File: src/change_point_group_sharpen_core_defines.svh
// Assertion macros for the change point grouping core
`ifndef CHANGE_POINT_GROUP_SHARPEN_CORE_DEFINES_SVH
`define CHANGE_POINT_GROUP_SHARPEN_CORE_DEFINES_SVH

// same-cycle implication
`define CPGS_ASSERT_NOW(lbl, ante, cons, msg) \
  lbl: assert property (@(posedge clk_i) disable iff (!rst_ni) (ante) |-> (cons)) \
    else $error(msg);

// next-cycle implication
`define CPGS_ASSERT_NEXT(lbl, ante, cons, msg) \
  lbl: assert property (@(posedge clk_i) disable iff (!rst_ni) (ante) |=> (cons)) \
    else $error(msg);

`endif

File: src/cpgs_pkg.sv
`default_nettype none

package cpgs_pkg;

  localparam int unsigned IdxW   = 32;
  localparam int unsigned WgtW   = 32;
  localparam int unsigned SumW   = 48;
  localparam int unsigned ThrW   = 31;
  localparam int unsigned ReachW = 16;
  localparam int unsigned CfgIdxW  = 2;
  localparam int unsigned CfgDataW = 32;

  localparam int unsigned QDepth = 4;
  localparam int unsigned QPtrW  = 2;
  localparam int unsigned QCntW  = 3;

  localparam logic [ThrW-1:0]   ThrReset   = ThrW'(6554);
  localparam logic [ReachW-1:0] ReachReset = ReachW'(10);

  typedef enum logic [CfgIdxW-1:0] {
    CfgThreshold = 2'd0,
    CfgReach     = 2'd1
  } cfg_idx_e;

  typedef enum logic {
    KindPoint = 1'b0,
    KindEnd   = 1'b1
  } kind_e;

  typedef struct packed {
    logic [ThrW-1:0]   threshold;
    logic [ReachW-1:0] reach;
  } cfg_t;

  typedef struct packed {
    kind_e           kind;
    logic [IdxW-1:0] position;
  } res_t;

  // up to three result words per item, packed from slot 0
  typedef struct packed {
    logic [1:0] num;
    res_t       slot0;
    res_t       slot1;
    res_t       slot2;
  } push_t;

  typedef struct packed {
    logic [QCntW-1:0] count;
  } qstat_t;

endpackage

`default_nettype wire

File: src/change_point_group_sharpen_core.sv
// Channel | Dir | Handshake          | Word
// in      | in  | in_valid/in_stall  | point_index, jump_weight, last
// out     | out | out_valid/out_stall| kind, position
// cfg     | in  | cfg_valid/cfg_ready| cfg_index, cfg_data
//
// One input word per cycle unless the input stalls; results pass the input register, then the result queue.
// The group update and threshold compare sit between the input register
// and a four-word result queue; an item may yield up to three words.
// Input stalls while the input register holds an item and the queue lacks room for a three-word burst.
// Reset clears the group state and loads default threshold and reach.
`default_nettype none

module change_point_group_sharpen_core import cpgs_pkg::*; (
  input  wire logic                   clk_i,
  input  wire logic                   rst_ni,
  input  wire logic                   in_valid_i,
  output logic                        in_stall_o,
  input  wire logic [IdxW-1:0]        point_index_i,
  input  wire logic signed [WgtW-1:0] jump_weight_i,
  input  wire logic                   last_i,
  output logic                        out_valid_o,
  input  wire logic                   out_stall_i,
  output logic                        kind_o,
  output logic [IdxW-1:0]             position_o,
  input  wire logic                   cfg_valid_i,
  output logic                        cfg_ready_o,
  input  wire logic [CfgIdxW-1:0]     cfg_index_i,
  input  wire logic [CfgDataW-1:0]    cfg_data_i
);

  `include "change_point_group_sharpen_core_defines.svh"

  cfg_t                   cfg_q;
  logic                   stg_valid_q;
  logic [IdxW-1:0]        stg_idx_q;
  logic signed [WgtW-1:0] stg_wgt_q;
  logic                   stg_last_q;
  logic                   space, fire, take;
  push_t                  push;
  res_t                   head;
  qstat_t                 qstat;

  assign cfg_ready_o = 1'b1;
  assign fire        = stg_valid_q && space;
  assign in_stall_o  = stg_valid_q && !space;
  assign take        = in_valid_i && !in_stall_o;

  always_ff @(posedge clk_i or negedge rst_ni) begin
    if (!rst_ni) begin
      cfg_q.threshold <= ThrReset;
      cfg_q.reach     <= ReachReset;
    end else if (cfg_valid_i && cfg_ready_o) begin
      case (cfg_idx_e'(cfg_index_i))
        CfgThreshold: cfg_q.threshold <= cfg_data_i[ThrW-1:0];
        CfgReach:     cfg_q.reach     <= cfg_data_i[ReachW-1:0];
        default: ;
      endcase
    end
  end

  always_ff @(posedge clk_i or negedge rst_ni) begin
    if (!rst_ni) begin
      stg_valid_q <= 1'b0;
    end else if (take || fire) begin
      stg_valid_q <= take;
    end
  end

  always_ff @(posedge clk_i) begin
    if (take) begin
      stg_idx_q  <= point_index_i;
      stg_wgt_q  <= jump_weight_i;
      stg_last_q <= last_i;
    end
  end

  cpgs_group u_group (
    .clk_i  (clk_i),
    .rst_ni (rst_ni),
    .cfg_i  (cfg_q),
    .fire_i (fire),
    .idx_i  (stg_idx_q),
    .wgt_i  (stg_wgt_q),
    .last_i (stg_last_q),
    .push_o (push)
  );

  cpgs_fifo u_fifo (
    .clk_i   (clk_i),
    .rst_ni  (rst_ni),
    .push_i  (push),
    .space_o (space),
    .valid_o (out_valid_o),
    .stall_i (out_stall_i),
    .head_o  (head),
    .stat_o  (qstat)
  );

  assign kind_o     = head.kind;
  assign position_o = head.position;

  `CPGS_ASSERT_NOW(a_stall_needs_item, in_stall_o, stg_valid_q, "input stalled with empty stage")
  `CPGS_ASSERT_NOW(a_queue_bound, 1'b1, qstat.count <= QCntW'(QDepth), "result queue overrun")
  `CPGS_ASSERT_NEXT(a_last_emits, fire && stg_last_q, out_valid_o, "end marker not queued")
  `CPGS_ASSERT_NOW(a_push_fits, fire, space, "burst pushed without room")

endmodule

`default_nettype wire

File: src/cpgs_group.sv
`default_nettype none

module cpgs_group import cpgs_pkg::*; (
  input  wire logic                   clk_i,
  input  wire logic                   rst_ni,
  input  wire cfg_t                   cfg_i,
  input  wire logic                   fire_i,
  input  wire logic [IdxW-1:0]        idx_i,
  input  wire logic signed [WgtW-1:0] wgt_i,
  input  wire logic                   last_i,
  output push_t                       push_o
);

  logic                   open_q, open_d;
  logic [IdxW-1:0]        prev_q, prev_d;
  logic signed [SumW-1:0] sum_q, sum_d;
  logic [WgtW-1:0]        bmag_q, bmag_d;
  logic [IdxW-1:0]        bidx_q, bidx_d;

  logic [IdxW-1:0]        gap;
  logic                   link, joined, close_a, keep_a, keep_b;
  logic [WgtW-1:0]        wmag;
  logic signed [SumW:0]   sum_ext;
  logic [SumW-1:0]        smag_old, smag_new;
  res_t                   res_a, res_b, res_e;

  always_comb begin
    gap     = idx_i - prev_q;
    link    = gap[IdxW-1] || (gap < IdxW'(cfg_i.reach));
    joined  = open_q && link;
    close_a = open_q && !link;
    wmag    = wgt_i[WgtW-1] ? (~wgt_i + WgtW'(1)) : wgt_i;

    sum_ext = {sum_q[SumW-1], sum_q} + (SumW+1)'(wgt_i);
    if (!joined) begin
      sum_d = SumW'(wgt_i);
    end else if (sum_ext[SumW] != sum_ext[SumW-1]) begin
      sum_d = sum_ext[SumW] ? {1'b1, {(SumW-1){1'b0}}} : {1'b0, {(SumW-1){1'b1}}};
    end else begin
      sum_d = sum_ext[SumW-1:0];
    end

    if (!joined || (wmag > bmag_q)) begin
      bmag_d = wmag;
      bidx_d = idx_i;
    end else begin
      bmag_d = bmag_q;
      bidx_d = bidx_q;
    end

    smag_old = sum_q[SumW-1] ? (~sum_q + SumW'(1)) : sum_q;
    smag_new = sum_d[SumW-1] ? (~sum_d + SumW'(1)) : sum_d;
    keep_a   = close_a && (smag_old > SumW'(cfg_i.threshold));
    keep_b   = last_i && (smag_new > SumW'(cfg_i.threshold));

    open_d = !last_i;
    prev_d = idx_i;

    res_a.kind     = KindPoint;
    res_a.position = bidx_q + IdxW'(1);
    res_b.kind     = KindPoint;
    res_b.position = bidx_d + IdxW'(1);
    res_e.kind     = KindEnd;
    res_e.position = '0;

    push_o.num   = fire_i ? (2'(keep_a) + 2'(keep_b) + 2'(last_i)) : 2'd0;
    push_o.slot0 = keep_a ? res_a : (keep_b ? res_b : res_e);
    push_o.slot1 = (keep_a && keep_b) ? res_b : res_e;
    push_o.slot2 = res_e;
  end

  always_ff @(posedge clk_i or negedge rst_ni) begin
    if (!rst_ni) begin
      open_q <= 1'b0;
      prev_q <= '0;
      sum_q  <= '0;
      bmag_q <= '0;
      bidx_q <= '0;
    end else if (fire_i) begin
      open_q <= open_d;
      prev_q <= prev_d;
      sum_q  <= sum_d;
      bmag_q <= bmag_d;
      bidx_q <= bidx_d;
    end
  end

endmodule

`default_nettype wire

File: src/cpgs_fifo.sv
`default_nettype none

module cpgs_fifo import cpgs_pkg::*; (
  input  wire logic  clk_i,
  input  wire logic  rst_ni,
  input  wire push_t push_i,
  output logic       space_o,
  output logic       valid_o,
  input  wire logic  stall_i,
  output res_t       head_o,
  output qstat_t     stat_o
);

  res_t             buf_q [QDepth];
  logic [QPtrW-1:0] wr_q, rd_q;
  logic [QCntW-1:0] cnt_q;
  logic             pop;
  res_t             slots [3];

  assign slots[0] = push_i.slot0;
  assign slots[1] = push_i.slot1;
  assign slots[2] = push_i.slot2;

  assign valid_o      = (cnt_q != '0);
  assign pop          = valid_o && !stall_i;
  assign head_o       = buf_q[rd_q];
  assign stat_o.count = cnt_q;
  // room for a full three-word burst after this cycle's pop
  assign space_o = (cnt_q <= QCntW'(QDepth - 3)) ||
                   (pop && (cnt_q == QCntW'(QDepth - 2)));

  always_ff @(posedge clk_i) begin
    for (int k = 0; k < 3; k++) begin
      if (2'(k) < push_i.num) begin
        buf_q[wr_q + QPtrW'(k)] <= slots[k];
      end
    end
  end

  always_ff @(posedge clk_i or negedge rst_ni) begin
    if (!rst_ni) begin
      wr_q  <= '0;
      rd_q  <= '0;
      cnt_q <= '0;
    end else begin
      wr_q  <= wr_q + QPtrW'(push_i.num);
      rd_q  <= rd_q + QPtrW'(pop);
      cnt_q <= cnt_q + QCntW'(push_i.num) - QCntW'(pop);
    end
  end

endmodule

`default_nettype wire

File: config.mk
export PLATFORM = sky130hd
export DESIGN_NAME = change_point_group_sharpen_core
export DESIGN_NICKNAME = d
export VERILOG_FILES = /design/src/cpgs_pkg.sv /design/src/change_point_group_sharpen_core.sv /design/src/cpgs_group.sv /design/src/cpgs_fifo.sv
export VERILOG_INCLUDE_DIRS = /design/src /design/src/src
export SDC_FILE = /design/constraint.sdc
export NUM_CORES = 1
export LEC_CHECK = 0
export ABC_AREA = 0
export ABC_CLOCK_PERIOD_IN_PS = 13100
export BUFFER_PORTS_ARGS = -buffer_cell sky130_fd_sc_hd__buf_2
export CAP_MARGIN = 10
export CORE_UTILIZATION = 35
export DETAILED_ROUTE_END_ITERATION = 8
export PLACE_DENSITY = 0.52
export SYNTH_ARGS = -nofsm -noshare
export SYNTH_HDL_FRONTEND = slang
export SYNTH_SLANG_ARGS = --single-unit
File: constraint.sdc
create_clock -name clk_i -period 13.1 [get_ports clk_i]
set_clock_uncertainty 0.2 [all_clocks]
set_input_delay 2.62 -clock clk_i [delete_from_list [all_inputs] [get_ports clk_i]]
set_output_delay 2.62 -clock clk_i [all_outputs]
set_load 0.02 [all_outputs]
### Word level (Yosys, flattened, before mapping)

Memories as Yosys holds them, arrays and structs flattened.
Cells that the tools add are included.

| storage, ports and cells | value |
|---|---|
| RAM bits | 132 |
| register bits after elaboration | 265 |
| bits in latches | 0 |
| memories kept | 1 |
| bits in read-only memories | 0 |
| word-level logic and storage cells | 86 |

| cells by class | value |
|---|---|
| multiplexer cells | 17 |
| reduce and logical (&&, ||, !) cells | 25 |
| eq/ne operators | 3 |
| $add $sub $neg | 15 |
| multiply operators | 0 |
| bitwise gates (word level) | 3 |
| magnitude comparators | 8 |
| shift-type cells | 0 |
| div/mod/pow operators | 0 |

Memory list:

| name | words | width | rd ports | clocked after Yosys merged registers in | wr ports | RTL line | RTL |
|---|---|---|---|---|---|---|---|
| u_fifo.buf_q | 4 | 33 | 1 | 0 | 3 | cpgs_fifo.sv:14 | `res_t buf_q [QDepth];` |

Operator list:

| operator | number |
|---|---|
| $mux W48 | 5 |
| $mux W33 | 3 |
| $add A48 B2 Y48 const B | 2 |
| $gt A48 B31 Y1 | 2 |
| $not A48 Y48 | 2 |
| $add A32 B1 Y32 const B | 2 |
| $mux W32 | 2 |
| $add A48 B32 Y49 | 1 |
| $add A32 B2 Y32 const B | 1 |
| $gt A32 B32 Y1 | 1 |
| $lt A32 B16 Y1 | 1 |
| $not A32 Y32 | 1 |
| $sub A32 B32 Y32 | 1 |
| $logic_and A1 B1 Y1 | 10 |
| $logic_not A1 Y1 | 6 |
| $mux W1 | 6 |
| $reduce_and A2 Y1 | 3 |
| $add A2 B1 Y2 | 2 |
| $logic_or A1 B1 Y1 | 4 |
| $lt A1 B2 Y1 const A | 2 |
| $add A3 B2 Y3 | 1 |
| $eq A3 B2 Y1 const B | 1 |
| $le A3 B1 Y1 const B | 1 |
| $reduce_bool A3 Y1 | 1 |
| other kinds (10) | 10 |

### Logic depth before layout (Yosys ltp)

Gate-level depths: netlist of the first run.

| logic depth | value |
|---|---|
| depth in word-level cells | 16 |
| gate-level depth with buffers | 60 |
| mapped depth without buffers | 52 |

### Hierarchy

A second synthesis of the first run with hierarchy kept.

| unflattened totals | value |
|---|---|
| cell total of the unflattened synthesis | 3811 |
| area total of the unflattened synthesis | 32423.6 sq um |

By module, submodules not included:

| module | area each (sq um) | cells each | times used | seq. area each (sq um) |
|---|---|---|---|---|
| cpgs_group | 20742.4 | 2826 | 1 | 3628.5 |
| cpgs_fifo | 7863.8 | 812 | 1 | 4139.0 |
| change_point_group_sharpen_core | 3817.4 | 173 | 1 | 3164.3 |

### Worst setup path before layout of the first run

Ideal clock, no wire load.

| timing | value |
|---|---|
| kind | register to register |
| start point | reg stg_idx_q[2] |
| end point | reg u_fifo.cnt_q[2] (netlist: u_fifo.stat_o[2]) |
| period minus slack after synthesis | 11266 ps |
| stages on the path, launching flop included | 58 |
| data arrival time | 10943 ps |
| path buffers | 7 |
| library setup time | 123 ps |
| path slack | 1834 ps |
| cells stage by stage | edfxtp_1 > ha_1 > o211ai_1 > a21oi_1 > o31a_1 > a21oi_1 > nor3_1 > nand2b_1 > xor2_1 > ha_1 > or3_1 > a2111oi_0 > o2111ai_1 > nor4_1 > and4_1 > a31o_2 > buf_2 > clkbuf_1 > [... 22 more ...] > a21oi_1 > a21o_1 > a2111oi_0 > and4b_1 > nand4_2 > nand2_2 > buf_6 > inv_1 > fa_1 > clkbuf_1 > nand2_1 > ha_1 > inv_1 > ha_1 > inv_1 > fa_1 > xor2_1 > xnor2_1 |

| between the ends | value |
|---|---|
| longest elaborated chain between the ends | 15 |
| elaborated cells on any way between the ends | 18 |
| those cells by class | 6 x add/sub; 2 x order compare; 3 x mux; 1 x bitwise; 6 x reduce/logical |

Ends and longest elaborated chain:

| element | RTL line | RTL |
|---|---|---|
| start, declared | change_point_group_sharpen_core.sv:35 | `logic [IdxW-1:0] stg_idx_q;` |
| start signal, assigned | change_point_group_sharpen_core.sv:71 | `stg_idx_q <= point_index_i;` |
| $sub A32 B32 Y32 * | cpgs_group.sv:28 | `gap = idx_i - prev_q;` |
| $lt A32 B16 Y1 | cpgs_group.sv:29 | `link = gap[IdxW-1] \|\| (gap < IdxW'(cfg_i.reach));` |
| $logic_or A1 B1 Y1 * | cpgs_group.sv:29 |  |
| $logic_and A1 B1 Y1 | cpgs_group.sv:30 | `joined = open_q && link;` |
| $mux W48 | cpgs_group.sv:35 | `if (!joined) begin` |
| $not A48 Y48 | cpgs_group.sv:52 | `smag_new = sum_d[SumW-1] ? (~sum_d + SumW'(1)) : sum_d;` |
| $add A48 B2 Y48 | cpgs_group.sv:52 |  |
| $mux W48 | cpgs_group.sv:52 |  |
| $gt A48 B31 Y1 | cpgs_group.sv:54 | `keep_b = last_i && (smag_new > SumW'(cfg_i.threshold));` |
| $logic_and A1 B1 Y1 | cpgs_group.sv:54 |  |
| $add A1 B1 Y2 * | cpgs_group.sv:66 | `push_o.num = fire_i ? (2'(keep_a) + 2'(keep_b) + 2'(last_i)) : 2'd0;` |
| $add A2 B1 Y2 * | cpgs_group.sv:66 |  |
| $mux W2 * | cpgs_group.sv:66 |  |
| $add A3 B2 Y3 * | cpgs_fifo.sv:48 | `cnt_q <= cnt_q + QCntW'(push_i.num) - QCntW'(pop);` |
| $sub A3 B1 Y3 * | cpgs_fifo.sv:48 |  |
| end signal, assigned | cpgs_fifo.sv:48 |  |
| end, declared | cpgs_fifo.sv:16 | `logic [QCntW-1:0] cnt_q;` |

Mark *: on every way between the ends. The rest lies on a longest branch, timed or not.
A chain may end at the register's enable or synchronous reset.

==> flow_summary.ini, run 1 <==
[outcome]
status = finished clean

[synthesis]
ys_types = 107
yosysSeqAreaShare = 0.321
synth_xor_area_frac = 0.0605
netlist_area_mm2 = 0.0300
synth_simple_gate_area_share = 0.197
synthMuxAreaShare = 0.0602
synth_top_cell_area_share = 0.159
ys_warn_count = 0
postSynthAreaPerCell_um2 = 8.44
synth_edf_count = 65
synthArstFlopShare = 0.504
synth_nets = 3861
yosysTopAreaCell = dfrtp_1
synth_fa_ha_area_frac = 0.0862
syn_inst = 3553
synth_area_leaders = dfrtp_1, dfxtp_1, ha_1
synth_top_family_by_area = compound AO/OA/AOI/OAI gates
synthFlopType = dfrtp_1
synth_compound_gate_area_share = 0.230
ys_ff_latch = 397

[placed_design]
portBuffers = 137
place.gp.congestion = 0.947
dp_slack_ns = 0.558
hpwl_um = 80300

[worst_setup_path]
end_kind = flip-flop
crit_type = flip-flop to flip-flop
critical_path_arrival_ns = 12.75
start_kind = flip-flop
rrSetupSlack_ns = 0.60
cp_slowest_cell = or4_1
cp_slowest_stage_delay_ns = 0.64
path_delay_family = simple AND/OR/NAND/NOR gates
reg2reg_to = u_fifo.buf_q[2][20]
crit_path_end = u_fifo.buf_q[2][20]
crit_start = stg_wgt_q[10]
path_depth = 43
critPathMaxFanout = 29
worstPathBufferInverterCount = 2
cp.required_ns = 13.36
r2r_start = stg_wgt_q[10]
r2r_cells = 43

[sta]
rsz0062_at_grt = false
finalSetupViolations = 0
max_freq_mhz = 80.0
layout_min_cycle_time_ns = 12.50
setup_ws_ns = 0.604
fin_crit_sh = 0.954
timing.hold.ws_ns = 0.256
hold_viol_final = 0
slew_viol_final = 0
fin_tns_setup_ns = 0
relSlewSlack = 0.270
tightest_slew_ns = 1.09

[route]
via_per_inst = 5.76
first_iter_violations = 2466
post_drt_wl_per_cell_um = 22.1
dr_total_vias = 27648
drt-total-wl_um = 106000
drc = 0
dr.pass1.iters = 6
ant_nets = 0

[finish]
layout.nets = 3931
final_common_cell = nand2_1
final.fill_count = 8642
area_growth_pct = 12.0
final_util = 0.399
final_cell_mix = nand2_1, o21ai_0, nor2_1
drive_above_1_share = 0.125
antennaDiodeCount = 0

[floorplanning]
die_w_um = 295
dieArea_mm2 = 0.0868
rows = 106
die_h_um = 295
initial_utilization = 0.356
coreArea_mm2 = 0.0842
io_pins = 140

[clock_network]
postCtsSetupBuffers = 0
clk_pin_slew_worst_paths_ns = 0.06
clockRootBuffer = clkbuf_16
holdBufCountCts = 0
cts_tree = built
clkLatencyLatePin_ns = 0.64
cts_buffers = 49
cts.path.max_buffers = 3
htree_levels = 2
clkSinkCount = 397

[global_route]
antenna_found_initial = 2
grt_pass1_vias = 26154
grt-ovfl-total = 0
grtUsageTotal = 0.241
grt_max_degree = 83
grt_pass1_wl_um = 162000

[job]
cap_violations = 0

[worst_hold_path]
hold_class = flip-flop to flip-flop
## state kept, by name, summed over array words and instances (netlist names), 2 cells and up
name / cells
u_fifo.buf_q: 132
cfg_q: 47
u_group.prev_q: 32
u_group.bmag_q: 32
stg_wgt_q: 32
u_fifo.stat_o: 3
u_group.sum_q: 48
u_fifo.rd_q: 2
u_fifo.wr_q: 2
u_group.bidx_q: 32
stg_idx_q: 32
## layout make-up
cell class                      count  area, um2  area share
Clock buffer                       68       1410      0.0420
Clock inverter                     24        236     0.00704
Inverter                          146        548      0.0163
Multi-Input combinational cell   2820      19100       0.569
Sequential cell                   397       9610       0.286
Tap cell                         1134       1420      0.0423
Timing Repair Buffer              209       1240      0.0368
## through the flow
stage          area [um2]  instances
2_1_floorplan       30000       3553
3_3_place_gp        31900       4706
3_5_place_dp        31900       4706
4_1_cts             33600       4798
5_1_grt             33600       4798
6_report            33600       4798
## cell families after synthesis
logic type | Yosys count
fa+ha+maj | 204
other cells | 1
buf+inv | 336
compound gates | 1030
mux | 132
simple gates | 1246
flops | 397
xor+xnor | 207
## repair_timing
item,CTS,global route
endpoints found under the setup margin,0,120
endpoints found under the hold margin,0,0
resized for setup,0,3
## how the worst min path moves through the flow
stage                             start                  end  cells after the start
floorplan            u_fifo.buf_q[2][0]   u_fifo.buf_q[2][0]                      2
global placement    u_fifo.buf_q[2][31]  u_fifo.buf_q[2][31]                      2
detailed placement   u_fifo.buf_q[2][7]   u_fifo.buf_q[2][7]                      2
CTS                  u_fifo.buf_q[2][7]   u_fifo.buf_q[2][7]                      2
global route        u_fifo.buf_q[2][14]  u_fifo.buf_q[2][14]                      2
finish              u_fifo.buf_q[1][26]  u_fifo.buf_q[1][26]                      2
## synth_stat cells, drive strengths merged, types with 9 or more instances
library cell	number
o211ai	41
a21oi	228
or2	21
o221ai	120
and3	41
a211oi	32
edfxtp	65
a21o	63
nand3	94
buf	64
o31ai	38
mux2i	42
a21boi	11
xor2	68
clkbuf	126
nor3	72
o21ai	279
nor4	15
o21a	36
and2	20
nand2b	39
a22oi	13
or3	39
ha	200
dfstp	9
nand2	493
and4	11
a2111oi	13
dfrtp	191
nor2	248
dfxtp	132
o21bai	11
xnor2	139
mux4	33
inv	145
nand4	78
mux2	57
or4	22
a31oi	26
o41ai	9
nor2b	25
## metal layers
layer	track usage	vias to the layer above	wire [um]
li1	-	13299	-
met1	0.335	13300	49300
met2	0.393	904	48300
met3	0.0269	145	5770
met4	0.0657	0	2650
met5	0	-	0
## worst reg2reg max path: cells and delay by family, from the launching register on
kind                     cells  cell delay [ns]
AO/OA/AOI/OAI               19             4.36
AND/OR/NAND/NOR             15             4.69
flip-flops                   1             0.51
adder cells (fa/ha/maj)      4             1.59
multiplexers                 1             0.30
XOR/XNOR                     2             0.39
buffers and inverters        2             0.31
Power of run 1 is not shown: default switching activity piles up to over one toggle a cycle in this logic, so the estimate is an artifact.
==> run 2, diff against run 1 <==
--- a/config.mk
+++ b/config.mk
@@ -13,6 +13,7 @@
 export CORE_UTILIZATION = 35
 export DETAILED_ROUTE_END_ITERATION = 8
 export PLACE_DENSITY = 0.52
+export REMOVE_ABC_BUFFERS = 1
 export SYNTH_ARGS = -nofsm -noshare
 export SYNTH_HDL_FRONTEND = slang
 export SYNTH_SLANG_ARGS = --single-unit
==> flow_summary.ini, run 2 (synthesis results as in run 1) <==
[clock_network]
cts_buffers = 49
clkSinkCount = 397
postCtsSetupBuffers = 0
holdBufCountCts = 0
cts.path.max_buffers = 3
htree_levels = 2
clockRootBuffer = clkbuf_16
clk_pin_slew_worst_paths_ns = 0.06
clkLatencyLatePin_ns = 0.62
cts_tree = built
ctsResizeCount = 0

[route]
drc = 0
ant_nets = 0
dr.pass1.iters = 6
post_drt_wl_per_cell_um = 22.2
first_iter_violations = 2187
dr_total_vias = 27633
drt-total-wl_um = 106000
via_per_inst = 5.77

[floorplanning]
coreArea_mm2 = 0.0842
dieArea_mm2 = 0.0868
rows = 106
die_w_um = 295
die_h_um = 295
initial_utilization = 0.356
io_pins = 140

[finish]
final_util = 0.399
reg.largest.list = u_fifo.buf_q: 132 flops, u_group.sum_q: 48 flops, cfg_q: 47 flops
layout.nets = 3923
finalInstanceArea_mm2 = 0.0336
final_cell_mix = nand2_1, o21ai_0, nor2_1
area_growth_pct = 12.1
drive_above_1_share = 0.124
largest_register = u_fifo.buf_q
final_common_cell = nand2_1
largest_reg_flops = 132

[global_route]
grt_pass1_wl_um = 162000
grt_max_degree = 94
antenna_found_initial = 2
grtUsageTotal = 0.241
grt_pass1_vias = 26481
grt-ovfl-total = 0

[sta]
max_freq_mhz = 81.0
tightest_slew_ns = 1.17
rsz0062_at_grt = false
layout_min_cycle_time_ns = 12.35
setup_ws_ns = 0.752
fin_crit_sh = 0.943
fin_tns_setup_ns = 0
hold_viol_final = 0
slew_viol_final = 0
relSlewSlack = 0.199
finalSetupViolations = 0

[worst_setup_path]
cp_slowest_cell = or2_2
end_kind = flip-flop
worstPathBufferInverterCount = 1
start_kind = flip-flop
cp_common_cell = a21oi_1
cp_slowest_stage_delay_ns = 0.64
path_delay_family = compound AO/OA/AOI/OAI gates
cp.required_ns = 13.36
critPathMaxFanout = 29
critical_path_arrival_ns = 12.61
crit_type = flip-flop to flip-flop

[placed_design]
portBuffers = 137
place_area_mm2 = 0.0319
hpwl_um = 80100
place.gp.congestion = 0.963
dp_slack_ns = 0.697

[job]
cap_violations = 0

[outcome]
status = finished clean

[worst_hold_path]
hold_class = flip-flop to flip-flop
-- run 2: cell count changes in the layout (fill, tap and decap cells not counted), sizes merged --
cell and delta:
diode +1, bufinv +1, clkinvlp +3, clkbuf -9, inv +4, clkinv +1, buf -8
-- run 2: layout make-up --
type	instances	area (um2)
Multi-Input combinational cell	2820	19100
Antenna cell	1	2.50
Timing Repair Buffer	201	1230
Sequential cell	397	9610
Clock buffer	59	1320
Inverter	146	548
Fill cell	8659	50600
Tap cell	1134	1420
Clock inverter	33	352
-- run 2: through the flow --
stage | hold WS [ns] | instances
final | 0.261 | 4791
after floorplan | 0.227 | 3363
after global placement | 0.238 | 4698
after detailed placement | 0.241 | 4698
after global routing | 0.267 | 4791
after CTS | 0.260 | 4790
-- run 2: worst min-delay path, delay by kind of cell (launching register included) --
family,cells,cell delay [ns]
flip-flops,1,0.32
AO/OA/AOI/OAI,1,0.06
AND/OR/NAND/NOR,1,0.05
-- run 2: path summary, 6_finish.rpt --
check / slack (ns) / startpoint / end / cells after the start
worst max-delay path: 0.75 / stg_idx_q[2] / u_fifo.buf_q[2][21] / 47
worst min-delay path: 0.26 / u_fifo.buf_q[2][21] / u_fifo.buf_q[2][21] / 2
worst max register to register: 0.75 / stg_idx_q[2] / u_fifo.buf_q[2][21] / 47
worst min register to register: 0.26 / u_fifo.buf_q[2][21] / u_fifo.buf_q[2][21] / 2
max in group asynchronous: 9.57 / rst_ni / u_fifo.rd_q[0] / 2
min in group asynchronous: 1.75 / rst_ni / u_group.bidx_q[27] / 1
-- run 2: metal layers --
layer | share of wire | track usage
met3 | 0.048 | 0.0229
met4 | 0.035 | 0.0857
met1 | 0.44 | 0.320
met2 | 0.47 | 0.406
met5 | 0 | 0
Power of run 2 is left out for the same reason.
